[src/rtl/nsc_pkg.sv]
// ----------------------------------------------------------------------------
// NMEA sentence checker package
// Shared types, character codes, line phase codes and sentence kind lookup.
// ----------------------------------------------------------------------------
`default_nettype none

package nsc_pkg;

  localparam int unsigned FIELD_W = 5;
  localparam logic [FIELD_W-1:0] FIELD_LIMIT = 5'd20;

  localparam logic [7:0] CH_DOLLAR = 8'h24;
  localparam logic [7:0] CH_BANG   = 8'h21;
  localparam logic [7:0] CH_STAR   = 8'h2A;
  localparam logic [7:0] CH_COMMA  = 8'h2C;
  localparam logic [7:0] CH_NUL    = 8'h00;

  localparam logic [2:0] PH_IDLE  = 3'd0;
  localparam logic [2:0] PH_BODY  = 3'd1;
  localparam logic [2:0] PH_CHECK = 3'd2;
  localparam logic [2:0] PH_BAD   = 3'd3;
  localparam logic [2:0] PH_ENDED = 3'd4;

  localparam logic [0:0] CMD_CHAR = 1'b0;
  localparam logic [0:0] CMD_EOL  = 1'b1;

  localparam logic [3:0] KIND_NONE = 4'd0;
  localparam logic [3:0] KIND_GGA  = 4'd1;
  localparam logic [3:0] KIND_RMC  = 4'd2;
  localparam logic [3:0] KIND_VTG  = 4'd3;
  localparam logic [3:0] KIND_HDT  = 4'd4;
  localparam logic [3:0] KIND_HDG  = 4'd5;
  localparam logic [3:0] KIND_MTW  = 4'd6;
  localparam logic [3:0] KIND_DBT  = 4'd7;
  localparam logic [3:0] KIND_DPT  = 4'd8;
  localparam logic [3:0] KIND_MWV  = 4'd9;
  localparam logic [3:0] KIND_MWD  = 4'd10;
  localparam logic [3:0] KIND_RMB  = 4'd11;

  typedef struct packed {
    logic [2:0]         line_phase;
    logic [7:0]         body_xor;
    logic [7:0]         received_sum;
    logic [1:0]         hex_digits_seen;
    logic               hex_bad;
    logic               star_seen;
    logic               in_address;
    logic [2:0]         address_length;
    logic [15:0]        talker_pair;
    logic [23:0]        last_three;
    logic [FIELD_W-1:0] fields_counted;
  } line_state_t;

  typedef struct packed {
    logic               start_ok;
    logic               checksum_present;
    logic               checksum_valid;
    logic               has_address;
    logic [7:0]         talker_first;
    logic [7:0]         talker_second;
    logic [7:0]         id_first;
    logic [7:0]         id_second;
    logic [7:0]         id_third;
    logic [FIELD_W-1:0] field_count;
    logic [3:0]         sentence_kind;
  } result_t;

  localparam line_state_t LINE_RESET = '{
    line_phase:      PH_IDLE,
    body_xor:        8'h00,
    received_sum:    8'h00,
    hex_digits_seen: 2'd0,
    hex_bad:         1'b0,
    star_seen:       1'b0,
    in_address:      1'b1,
    address_length:  3'd0,
    talker_pair:     16'h0000,
    last_three:      24'h000000,
    fields_counted:  '0
  };

  // Returns the digit value in the low four bits and an error flag on top.
  function automatic logic [4:0] hex_nibble(input logic [7:0] c);
    logic [4:0] r;
    begin
      if (c >= 8'h30 && c <= 8'h39) begin
        r = {1'b0, 4'(c - 8'h30)};
      end else if (c >= 8'h41 && c <= 8'h46) begin
        r = {1'b0, 4'(c - 8'h37)};
      end else if (c >= 8'h61 && c <= 8'h66) begin
        r = {1'b0, 4'(c - 8'h57)};
      end else begin
        r = 5'b10000;
      end
      return r;
    end
  endfunction

  // Looks up the sentence identifier and checks the minimum field count.
  function automatic logic [3:0] kind_of(input logic [23:0] id,
                                         input logic [FIELD_W-1:0] fields);
    logic [3:0]         k;
    logic [FIELD_W-1:0] min_f;
    begin
      unique case (id)
        24'h474741: begin k = KIND_GGA; min_f = 5'd7;  end
        24'h524D43: begin k = KIND_RMC; min_f = 5'd9;  end
        24'h565447: begin k = KIND_VTG; min_f = 5'd6;  end
        24'h484454: begin k = KIND_HDT; min_f = 5'd2;  end
        24'h484447: begin k = KIND_HDG; min_f = 5'd2;  end
        24'h4D5457: begin k = KIND_MTW; min_f = 5'd2;  end
        24'h444254: begin k = KIND_DBT; min_f = 5'd4;  end
        24'h445054: begin k = KIND_DPT; min_f = 5'd2;  end
        24'h4D5756: begin k = KIND_MWV; min_f = 5'd6;  end
        24'h4D5744: begin k = KIND_MWD; min_f = 5'd6;  end
        24'h524D42: begin k = KIND_RMB; min_f = 5'd12; end
        default:    begin k = KIND_NONE; min_f = '0;   end
      endcase
      return (fields >= min_f) ? k : KIND_NONE;
    end
  endfunction

endpackage

`default_nettype wire

[src/rtl/nsc_if.sv]
// ----------------------------------------------------------------------------
// NMEA sentence checker channels
// Valid/ready channels for incoming characters and outgoing line reports.
// ----------------------------------------------------------------------------
`default_nettype none

interface nsc_in_if;
  logic       valid;
  logic       ready;
  logic       cmd;
  logic [7:0] data_byte;

  modport source (output valid, cmd, data_byte, input ready);
  modport sink   (input valid, cmd, data_byte, output ready);
endinterface

interface nsc_out_if;
  logic                       valid;
  logic                       ready;
  logic                       start_ok;
  logic                       checksum_present;
  logic                       checksum_valid;
  logic                       has_address;
  logic [7:0]                 talker_first;
  logic [7:0]                 talker_second;
  logic [7:0]                 id_first;
  logic [7:0]                 id_second;
  logic [7:0]                 id_third;
  logic [nsc_pkg::FIELD_W-1:0] field_count;
  logic [3:0]                 sentence_kind;

  modport source (output valid, start_ok, checksum_present, checksum_valid,
                  has_address, talker_first, talker_second, id_first,
                  id_second, id_third, field_count, sentence_kind,
                  input ready);
  modport sink   (input valid, start_ok, checksum_present, checksum_valid,
                  has_address, talker_first, talker_second, id_first,
                  id_second, id_third, field_count, sentence_kind,
                  output ready);
endinterface

`default_nettype wire

[src/rtl/nsc_report.sv]
// ----------------------------------------------------------------------------
// NMEA sentence checker report
// Forms the end-of-line report from the accumulated line state.
// ----------------------------------------------------------------------------
`default_nettype none

module nsc_report (
  input  wire nsc_pkg::line_state_t line,
  output nsc_pkg::result_t          report
);

  logic start_ok;
  logic present;
  logic valid;
  logic addr;

  always_comb begin
    start_ok = (line.line_phase == nsc_pkg::PH_BODY) ||
               (line.line_phase == nsc_pkg::PH_CHECK) ||
               (line.line_phase == nsc_pkg::PH_ENDED);
    present  = start_ok && line.star_seen;
    valid    = present && (line.hex_digits_seen == 2'd2) && !line.hex_bad &&
               (line.received_sum == line.body_xor);
    addr     = start_ok && (line.address_length >= 3'd5);

    report.start_ok         = start_ok;
    report.checksum_present = present;
    report.checksum_valid   = valid;
    report.has_address      = addr;
    report.talker_first     = addr ? line.talker_pair[15:8] : 8'h00;
    report.talker_second    = addr ? line.talker_pair[7:0] : 8'h00;
    report.id_first         = addr ? line.last_three[23:16] : 8'h00;
    report.id_second        = addr ? line.last_three[15:8] : 8'h00;
    report.id_third         = addr ? line.last_three[7:0] : 8'h00;
    report.field_count      = start_ok ? line.fields_counted : '0;
    report.sentence_kind    = (valid && addr) ?
        nsc_pkg::kind_of(line.last_three, line.fields_counted) : nsc_pkg::KIND_NONE;
  end

endmodule

`default_nettype wire

[src/rtl/nmea_sentence_checker_unit.sv]
// ----------------------------------------------------------------------------
// NMEA sentence checker
// Checks start character, checksum, address and field count of a line.
// ----------------------------------------------------------------------------
//  channel      dir   items
//  char_in      in    cmd, data_byte: one character or an end of line
//  report_out   out   one line report for each end of line
//
// A new item is accepted in each cycle while the input is not stalled.
// A character updates the line state registers directly; an end of line
// loads the report register and clears the line state in the same cycle.
// The report register holds its item until it is taken; input is stalled
// only while a report waits and report_out.ready is low.
// Reset clears the line state and empties the report register.
`default_nettype none

module nmea_sentence_checker_unit (
  input  wire logic       clk,
  input  wire logic       rst,
  nsc_in_if.sink          char_in,
  nsc_out_if.source       report_out
);

  nsc_pkg::line_state_t line;
  nsc_pkg::line_state_t line_next;
  nsc_pkg::result_t     report_comb;
  nsc_pkg::result_t     report;
  logic                 out_valid;
  logic                 accept;
  logic [4:0]           nib;
  logic [7:0]           c;

  nsc_report u_report (
    .line   (line),
    .report (report_comb)
  );

  assign char_in.ready = !out_valid || report_out.ready;
  assign accept        = char_in.valid && char_in.ready;
  assign c             = char_in.data_byte;
  assign nib           = nsc_pkg::hex_nibble(c);

  always_comb begin
    line_next = line;
    unique case (line.line_phase)
      nsc_pkg::PH_IDLE: begin
        if (c == nsc_pkg::CH_DOLLAR || c == nsc_pkg::CH_BANG) begin
          line_next.line_phase     = nsc_pkg::PH_BODY;
          line_next.fields_counted = 5'd1;
        end else begin
          line_next.line_phase = nsc_pkg::PH_BAD;
        end
      end
      nsc_pkg::PH_BODY: begin
        priority if (c == nsc_pkg::CH_NUL) begin
          line_next.line_phase = nsc_pkg::PH_ENDED;
        end else if (c == nsc_pkg::CH_STAR) begin
          line_next.star_seen  = 1'b1;
          line_next.in_address = 1'b0;
          line_next.line_phase = nsc_pkg::PH_CHECK;
        end else if (c == nsc_pkg::CH_COMMA) begin
          line_next.body_xor   = line.body_xor ^ c;
          line_next.in_address = 1'b0;
          if (line.fields_counted < nsc_pkg::FIELD_LIMIT) begin
            line_next.fields_counted = line.fields_counted + 5'd1;
          end
        end else begin
          line_next.body_xor = line.body_xor ^ c;
          if (line.in_address) begin
            if (line.address_length == 3'd0) begin
              line_next.talker_pair = {c, 8'h00};
            end else if (line.address_length == 3'd1) begin
              line_next.talker_pair = {line.talker_pair[15:8], c};
            end
            line_next.last_three = {line.last_three[15:0], c};
            if (line.address_length != 3'd7) begin
              line_next.address_length = line.address_length + 3'd1;
            end
          end
        end
      end
      nsc_pkg::PH_CHECK: begin
        if (c == nsc_pkg::CH_NUL) begin
          line_next.line_phase = nsc_pkg::PH_ENDED;
        end else if (line.hex_digits_seen != 2'd2) begin
          if (nib[4]) begin
            line_next.hex_bad = 1'b1;
          end else begin
            line_next.received_sum = {line.received_sum[3:0], nib[3:0]};
          end
          line_next.hex_digits_seen = line.hex_digits_seen + 2'd1;
        end
      end
      default: begin
      end
    endcase
  end

  always_ff @(posedge clk) begin
    if (rst) begin
      line      <= nsc_pkg::LINE_RESET;
      out_valid <= 1'b0;
    end else begin
      if (accept && char_in.cmd == nsc_pkg::CMD_EOL) begin
        out_valid <= 1'b1;
      end else if (report_out.ready) begin
        out_valid <= 1'b0;
      end
      if (accept) begin
        if (char_in.cmd == nsc_pkg::CMD_EOL) begin
          line <= nsc_pkg::LINE_RESET;
        end else begin
          line <= line_next;
        end
      end
    end
  end

  always_ff @(posedge clk) begin
    if (accept && char_in.cmd == nsc_pkg::CMD_EOL) begin
      report <= report_comb;
    end
  end

  assign report_out.valid            = out_valid;
  assign report_out.start_ok         = report.start_ok;
  assign report_out.checksum_present = report.checksum_present;
  assign report_out.checksum_valid   = report.checksum_valid;
  assign report_out.has_address      = report.has_address;
  assign report_out.talker_first     = report.talker_first;
  assign report_out.talker_second    = report.talker_second;
  assign report_out.id_first         = report.id_first;
  assign report_out.id_second        = report.id_second;
  assign report_out.id_third         = report.id_third;
  assign report_out.field_count      = report.field_count;
  assign report_out.sentence_kind    = report.sentence_kind;

endmodule

`default_nettype wire

[src/flat_wrapper.sv]
// flat-port wrapper written by rule: the top's interface ports become plain ports
module nmea_sentence_checker_unit_flat 
  (clk, rst, char_in_valid, char_in_cmd, char_in_data_byte, char_in_ready, report_out_valid, report_out_start_ok, report_out_checksum_present, report_out_checksum_valid, report_out_has_address, report_out_talker_first, report_out_talker_second, report_out_id_first, report_out_id_second, report_out_id_third, report_out_field_count, report_out_sentence_kind, report_out_ready);
  nsc_in_if char_in_i ();
  nsc_out_if report_out_i ();
  input  wire logic clk;
  input  wire logic rst;
  input wire logic [$bits(char_in_i.valid)-1:0] char_in_valid;
  input wire logic [$bits(char_in_i.cmd)-1:0] char_in_cmd;
  input wire logic [$bits(char_in_i.data_byte)-1:0] char_in_data_byte;
  output wire logic [$bits(char_in_i.ready)-1:0] char_in_ready;
  output wire logic [$bits(report_out_i.valid)-1:0] report_out_valid;
  output wire logic [$bits(report_out_i.start_ok)-1:0] report_out_start_ok;
  output wire logic [$bits(report_out_i.checksum_present)-1:0] report_out_checksum_present;
  output wire logic [$bits(report_out_i.checksum_valid)-1:0] report_out_checksum_valid;
  output wire logic [$bits(report_out_i.has_address)-1:0] report_out_has_address;
  output wire logic [$bits(report_out_i.talker_first)-1:0] report_out_talker_first;
  output wire logic [$bits(report_out_i.talker_second)-1:0] report_out_talker_second;
  output wire logic [$bits(report_out_i.id_first)-1:0] report_out_id_first;
  output wire logic [$bits(report_out_i.id_second)-1:0] report_out_id_second;
  output wire logic [$bits(report_out_i.id_third)-1:0] report_out_id_third;
  output wire logic [$bits(report_out_i.field_count)-1:0] report_out_field_count;
  output wire logic [$bits(report_out_i.sentence_kind)-1:0] report_out_sentence_kind;
  input wire logic [$bits(report_out_i.ready)-1:0] report_out_ready;
  assign char_in_i.valid = char_in_valid;
  assign char_in_i.cmd = char_in_cmd;
  assign char_in_i.data_byte = char_in_data_byte;
  assign char_in_ready = char_in_i.ready;
  assign report_out_valid = report_out_i.valid;
  assign report_out_start_ok = report_out_i.start_ok;
  assign report_out_checksum_present = report_out_i.checksum_present;
  assign report_out_checksum_valid = report_out_i.checksum_valid;
  assign report_out_has_address = report_out_i.has_address;
  assign report_out_talker_first = report_out_i.talker_first;
  assign report_out_talker_second = report_out_i.talker_second;
  assign report_out_id_first = report_out_i.id_first;
  assign report_out_id_second = report_out_i.id_second;
  assign report_out_id_third = report_out_i.id_third;
  assign report_out_field_count = report_out_i.field_count;
  assign report_out_sentence_kind = report_out_i.sentence_kind;
  assign report_out_i.ready = report_out_ready;
  nmea_sentence_checker_unit u_core (.clk(clk), .rst(rst), .char_in(char_in_i), .report_out(report_out_i));
endmodule
[config.mk]
export PLATFORM = sky130hd
export DESIGN_NAME = nmea_sentence_checker_unit_flat
export DESIGN_NICKNAME = d
export VERILOG_FILES = /design/src/rtl/nsc_pkg.sv /design/src/rtl/nsc_if.sv /design/src/rtl/nsc_report.sv /design/src/rtl/nmea_sentence_checker_unit.sv /design/src/flat_wrapper.sv
export SDC_FILE = /design/constraint.sdc
export NUM_CORES = 1
export LEC_CHECK = 0
export BUFFER_PORTS_ARGS = -buffer_cell sky130_fd_sc_hd__buf_2
export CAP_MARGIN = 25
export CORE_UTILIZATION = 61
export CTS_BUF_LIST = sky130_fd_sc_hd__clkbuf_8
export DETAILED_ROUTE_END_ITERATION = 12
export MAX_ROUTING_LAYER = met4
export PLACE_DENSITY_LB_ADDON = 0.15
export SYNTH_ARGS = -nofsm -noshare
export SYNTH_HDL_FRONTEND = slang
export SYNTH_HIERARCHICAL = 1
export SYNTH_SLANG_ARGS = --single-unit
[constraint.sdc]
create_clock -name clk -period 3.1 [get_ports clk]
set_input_delay 0.31 -clock clk [delete_from_list [all_inputs] [get_ports clk]]
set_output_delay 0.31 -clock clk [all_outputs]
set_load 0.02 [all_outputs]
==> flow_metrics.tcl, run 1 <==
set metrics [dict create \
    synth_adder_area_share 0.02950 \
    ys_top_cells_by_area "edfxtp_1 (27%), dfxtp_1 (25%), a22o_1 (5.9%), and2_1 (4.6%), ha_1 (2.9%)" \
    grt.total_usage 0.2862 \
    yosysWarningCount 6 \
    wire_per_inst_um 17.82 \
    tightest_slew_ns 0.7929 \
    cts_setup_buffers 0 \
    critPathCapture "u_core/report_out.sentence_kind[2]" \
    p_sw_w 0.001036 \
    dp_worst_setup_slack_ns -0.02598 \
    grt_pass1_vias 4315 \
    r2r_setup_slack_ns 0.18 \
    finalHoldViolations 0 \
    tritoncts_num_sinks 126 \
    dpl_cell_area_um2 6386 \
    swShare 0.2938 \
    power.share.clock 0.382 \
    viasPerCell 6.131 \
    power_frac_comb 0.103 \
    cts_tree "done" \
    powerDensity_nw_per_um2 518.1 \
    setup_viol 0 \
    critPathCaptureType "flop" \
    drive_above_1_share 0.2418 \
    drv_cap 0 \
    path_clk_slew_ns 0.08 \
    critical_path_required_ns 3.30 \
    grt_pass1_wl_mm 21.48 \
    dp.cells 709 \
    outcome "finished clean" \
    r2r-start "u_core/line[10]" \
    gp_congestion 0.9292 \
    antenna_found_initial 0 \
    start_util 0.6366 \
    slew_violations 0 \
    cts_made_buffers 17 \
    seqPwrFrac 0.514 \
    die_h_um 100.7 \
    yosys.area_share.simple 0.2145 \
    fin_area_um2 6810 \
    worst_slack_ns 0.1835 \
    synth.largest_area_cell "edfxtp_1" \
    synth-compound-area-share 0.1736 \
    drtPass1Iterations 5 \
    ant_nets 0 \
    dp_hpwl_mm 8.996 \
    layout.cells.non_filler 741 \
    die_w_um 100.7 \
    grt_max_degree 42 \
    fp.dieArea_um2 10130 \
    n_antenna_cell 0 \
    grt_overflow 0 \
    synth_cell_types 82 \
    synth_top_family_by_area "simple AND/OR/NAND/NOR gates" \
    async_flop_share 0 \
    final.setup_skew_ns 0.01071 \
    postCtsHoldBufs 0 \
    coreArea_um2 9328 \
    ir_drop_uv 436.9 \
    port_buffers 67 \
    drc 0 \
    finalWirelength_mm 13.21 \
    p_leak_nw 2.506 \
    syn_nets 557 \
    p_int_w 0.002492 \
    rows 35 \
    cp_max_fo 5 \
    min_path_type "in2reg" \
    synthCells 530 \
    synth_area_um2 5938 \
    cp.arrival_ns 3.12 \
    synth_ff_type "dfxtp_1" \
    synthMuxAreaShare 0.003582 \
    root_buffer "clkbuf_8" \
    synth_xor_xnor_area_share 0.02360 \
    dr.first_iter.drc_count 189 \
    crit_type "reg2reg" \
    nets 626 \
    syn_to_final_growth_pct 14.69 \
    min_period_over_period 0.9408 \
    avgSynthCellArea_um2 11.20 \
    clockBufferDepth 2 \
    ys_seq_elements 126 \
    ctsResizeCount 1 \
    synth.top_cell.area_share 0.2680 \
    finalPower_w 0.003528 \
    ff2ff_path_depth 10 \
    yosysSeqAreaShare 0.5141 \
    synth_edf_count 53 \
    timing.rr.end "u_core/report_out.sentence_kind[2]" \
    insertion_delay_ns 0.43 \
    crit_path_start_kind "flop" \
    via_count 4543 \
    ioPinCount 68 \
    clock.fmax_ghz 0.3429 \
    fin_crit_ns 2.917 \
    htree_levels 4 \
    maxSlewHeadroom 0.4714 \
    cp-startpoint "u_core/line[10]" \
]
-- registers in the layout, indices dropped and copies added, names as in the netlist --
| register | cells |
|---|---|
| u_core/report_out.talker_second | 8 |
| u_core/report_out.has_address | 1 |
| u_core/report_out.field_count | 5 |
| u_core/line | 72 |
| u_core/report_out.start_ok | 1 |
| u_core/report_out.checksum_present | 1 |
| u_core/report_out.checksum_valid | 1 |
| u_core/report_out.id_first | 8 |
| u_core/report_out.valid | 1 |
| u_core/report_out.sentence_kind | 4 |
| u_core/report_out.id_second | 8 |
| u_core/report_out.talker_first | 8 |
| u_core/report_out.id_third | 8 |
-- layout by cell type, fill, tap and decap left out, drive strengths merged, types with 5 or more instances in the layout --
cell and instances:
buf 80, dfxtp 73, edfxtp 53, and2 45, a22o 40, inv 30, nor2 25, nand2 23
o21ai 18, clkbuf 17, ha 14, a21oi 13, nand3 12, nor3 12, nor4 12, xnor2 11
nor2b 8, o32ai 8, nand3b 7, nor4b 7, o211ai 6, a21o 6, or3 6, xor2 5
or4 5, nor3b 5
-- routing by layer --
layer / global-route usage / vias to the layer above / part of all wire
met2: 0.4515 / 183 / 0.48
met3: 0.05132 / 32 / 0.059
met4: 0.1371 / 0 / 0.025
li1: - / 2139 / -
met5: - / - / 0
met1: 0.3577 / 2189 / 0.44
-- stage by stage --
stage          hold slack (ns)  utilization  setup TNS, ns
2_1_floorplan           0.4355            -              0
5_1_grt                 0.2171       0.7301      -0.003565
6_report                0.2147       0.7301              0
4_1_cts                 0.2028       0.7257              0
3_5_place_dp            0.4575       0.6846       -0.02598
3_3_place_gp            0.4532       0.6846              0
-- final cells by class --
class                   instances  area [um^2]
fillers                       682         2517
repair buffers                 80        445.4
clock buffers                  17        234.0
well taps                     129        161.4
clock inverters                15        141.4
flip-flops and latches        126         3053
inverters                      22        82.58
multi-input cells             352         2693
-- power by group through the flow --
| stage | Combinational (W) | Clock (W) | Sequential, W |
|---|---|---|---|
| 5_1_grt | 0.000394 | 0.00145 | 0.00182 |
| 2_1_floorplan | 0.000234 | 0 | 0.00188 |
| 6_report | 0.000364 | 0.00135 | 0.00181 |
| 4_1_cts | 0.000360 | 0.00138 | 0.00181 |
| 3_5_place_dp | 0.000357 | 0 | 0.00185 |
| 3_3_place_gp | 0.000346 | 0 | 0.00185 |
-- Yosys cell counts (3+ instances only) --
cell type	number
dfxtp_1	73
edfxtp_1	53
and2_1	44
a22o_1	40
nor2_1	25
nand2_1	23
inv_1	20
ha_1	14
clkbuf_1	13
a21oi_1	12
o21ai_0	12
nand3_1	11
xnor2_1	11
buf_2	9
nor2b_1	8
nor3_1	8
nor4_1	8
o32ai_1	8
nand3b_1	7
a21o_1	6
buf_4	6
o211ai_1	6
o21ai_1	5
or3_1	5
xor2_1	5
a31oi_1	4
nand2b_1	4
nor4_2	4
a2111oi_0	3
nand4_1	3
nor3_2	3
nor4b_1	3
nor4b_2	3
o21a_1	3
or4_1	3
-- worst max-delay path, stage by stage (launching register included) --
cell and delay, ns:
dfxtp_1 0.37, nor4b_4 0.36, nand3_1 0.21, nor4_4 0.38, nor4_1 0.12, nor3b_1 0.15
ha_1 0.29, o21ai_0 0.18, a21oi_1 0.07, o311ai_2 0.34, o21ba_1 0.20
-- worst min-delay path by stage --
| stage | startpoint | end | slack [ns] | cells past startpoint |
|---|---|---|---|---|
| after global routing | char_in_data_byte[0] | u_core/line[37] | 0.22 | 2 |
| after CTS | char_in_data_byte[0] | u_core/line[29] | 0.20 | 2 |
| final | char_in_data_byte[0] | u_core/line[29] | 0.21 | 2 |
| after floorplan | char_in_data_byte[0] | u_core/line[5] | 0.44 | 1 |
| after global placement | u_core/line[32] | u_core/line[32] | 0.45 | 1 |
| after detailed placement | u_core/line[32] | u_core/line[32] | 0.46 | 1 |
-- cell families (layout without fill, tap and decap cells) --
family | after synthesis | in the layout
AND/OR/NAND/NOR | 191 | 191
AO/OA/AOI/OAI | 129 | 129
flip-flops | 126 | 126
buffers and inverters | 52 | 134
XOR/XNOR | 16 | 16
adder cells (fa/ha/maj) | 14 | 14
multiplexers | 2 | 2
(Power assumes the default switching activity.)
==> inputs of run 2 (changes only) <==
--- a/config.mk
+++ b/config.mk
@@ -5,11 +5,11 @@
 export SDC_FILE = /design/constraint.sdc
 export NUM_CORES = 1
 export LEC_CHECK = 0
-export BUFFER_PORTS_ARGS = -buffer_cell sky130_fd_sc_hd__buf_2
 export CAP_MARGIN = 25
-export CORE_UTILIZATION = 61
+export CORE_UTILIZATION = 65
 export CTS_BUF_LIST = sky130_fd_sc_hd__clkbuf_8
 export DETAILED_ROUTE_END_ITERATION = 12
+export DONT_BUFFER_PORTS = 1
 export MAX_ROUTING_LAYER = met4
 export PLACE_DENSITY_LB_ADDON = 0.15
 export SYNTH_ARGS = -nofsm -noshare
==> constraint.sdc (replaced) <==
create_clock -name clk -period 3.48 [get_ports clk]
set_input_delay 0.348 -clock clk [delete_from_list [all_inputs] [get_ports clk]]
set_output_delay 0.348 -clock clk [all_outputs]
set_load 0.02 [all_outputs]
==> flow_metrics.tcl, run 2 (same netlist as run 1, synthesis figures left out) <==
set metrics [dict create \
    fp.dieArea_um2 9522 \
    dp_worst_setup_slack_ns 0.3391 \
    rows 34 \
    maxSlewHeadroom 0.4740 \
    layout_common_cells "dfxtp_1 (73), edfxtp_1 (53), and2_1 (44)" \
    crit_path_start_kind "flop" \
    min_period_over_period 0.8942 \
    clock.fmax_ghz 0.3213 \
    grt_max_degree 54 \
    drc 0 \
    fin_tns_setup_ns 0 \
    cts_made_buffers 17 \
    p_leak_nw 2.170 \
    worst_slack_ns 0.3681 \
    dp_hpwl_mm 8.066 \
    fin_crit_ns 3.112 \
    powerDensity_nw_per_um2 476.4 \
    grt_overflow 0 \
    insertion_delay_ns 0.43 \
    path_clk_slew_ns 0.08 \
    nets 552 \
    grt_pass1_vias 4004 \
    ir_drop_uv 270.5 \
    cp.arrival_ns 3.30 \
    dr.first_iter.drc_count 197 \
    final.setup_skew_ns 0.007977 \
    port_buffers 0 \
    clockBufferDepth 2 \
    n_antenna_cell 0 \
    drive_above_1_share 0.1245 \
    grt_pass1_wl_mm 19.67 \
    timing.rr.end "u_core/report_out.sentence_kind[2]" \
    min_path_type "in2reg" \
    r2r-start "u_core/line[22]" \
    via_count 4164 \
    syn_to_final_growth_pct 6.426 \
    cp_max_fo 6 \
    critPathCaptureType "flop" \
    cp-startpoint "u_core/line[22]" \
    rsz0062_at_grt "no" \
    finalHoldViolations 0 \
    ioPinCount 68 \
    tightest_slew_ns 0.7890 \
    multiInputGateArea_um2 2651 \
    root_buffer "clkbuf_8" \
    gp_congestion 0.9234 \
    outcome "finished clean" \
    drv_cap 0 \
    die_w_um 97.58 \
    largest_reg_flops 72 \
    cts_tree "done" \
    htree_levels 4 \
    antenna_found_initial 0 \
    grt.total_usage 0.2698 \
    coreArea_um2 8763 \
    ant_nets 0 \
    die_h_um 97.58 \
    slew_violations 0 \
    critical_path_required_ns 3.67 \
    crit_type "reg2reg" \
    layout_commonest_cell "dfxtp_1" \
    critPathCapture "u_core/report_out.sentence_kind[2]" \
    viasPerCell 6.446 \
    ff2ff_path_depth 10 \
    r2r_setup_slack_ns 0.37 \
    fillers 641 \
    finalWirelength_mm 12.14 \
    regArea_um2 3053 \
    drtPass1Iterations 4 \
    tritoncts_num_sinks 126 \
    regMostFlops "u_core/line" \
    start_util 0.6776 \
    setup_viol 0 \
    wire_per_inst_um 18.79 \
    cts_setup_buffers 0 \
]
run 2: cell types whose count changed in the layout (fill, tap and decap cells not counted), sizes merged:
cell,previous run,this run
buf,80,4
inv,30,28
clkinv,3,6
clkinvlp,4,3
dlygate4sd3,0,2
run 2: worst min path at each step:
stage | start | endpoint | slack (ns) | depth (start not counted)
global route | char_in_cmd | u_core/line[0] | 0.002 | 1
detailed placement | rst | u_core/line[4] | 0.42 | 1
floorplan | u_core/line[50] | u_core/line[50] | 0.44 | 2
finish | char_in_cmd | u_core/line[0] | 0.02 | 1
global placement | rst | u_core/line[52] | 0.42 | 1
CTS | char_in_cmd | u_core/line[0] | 0.003 | 1
run 2: per-layer routing:
layer | global-route usage | part of all wire
met5 | - | 0
met2 | 0.4169 | 0.47
met3 | 0.07698 | 0.064
met4 | 0.1165 | 0.021
met1 | 0.3313 | 0.44
run 2: stage by stage:
step           instances    util  power [W]  area, um^2  hold slack, ns
2_1_floorplan        530       -   0.001880        5938          0.4378
3_3_place_gp         612  0.6783   0.001900        5944          0.4205
3_5_place_dp         612  0.6783   0.001911        5944          0.4222
4_1_cts              645  0.7192   0.003024        6302        0.003121
5_1_grt              646  0.7212   0.003131        6320        0.001543
6_report             646  0.7212   0.003011        6320         0.01811
run 2: cell type report:
type | instances | area share
Clock buffer | 17 | 0.03702
Clock inverter | 15 | 0.01802
Inverter | 22 | 0.01307
Multi-Input combinational cell | 352 | 0.4195
Sequential cell | 126 | 0.4831
Tap cell | 108 | 0.02138
Timing Repair Buffer | 6 | 0.007919
run 2: power breakdown:
group	total [W]	internal, W	leakage [nW]	switching [W]
logic	0.000232	0.0000884	0.894	0.000144
clock network	0.00113	0.000503	0.177	0.000624
registers	0.00165	0.00158	1.10	0.0000687
run 2: repair_timing:
action                     4_1_cts  5_1_grt
hold buffers                     1        1
setup endpoints to repair        0        1
resized for setup                0        1
hold endpoints to repair         7        2
run 2: critical path, stage by stage (launching register included):
cell	delay [ns]
dfxtp_1	0.44
nor4bb_1	0.41
nand4_1	0.22
nor4_1	0.44
nor4_1	0.11
nor3b_1	0.17
ha_1	0.29
o21ai_0	0.19
a21oi_1	0.07
o311ai_2	0.32
o21ba_1	0.20
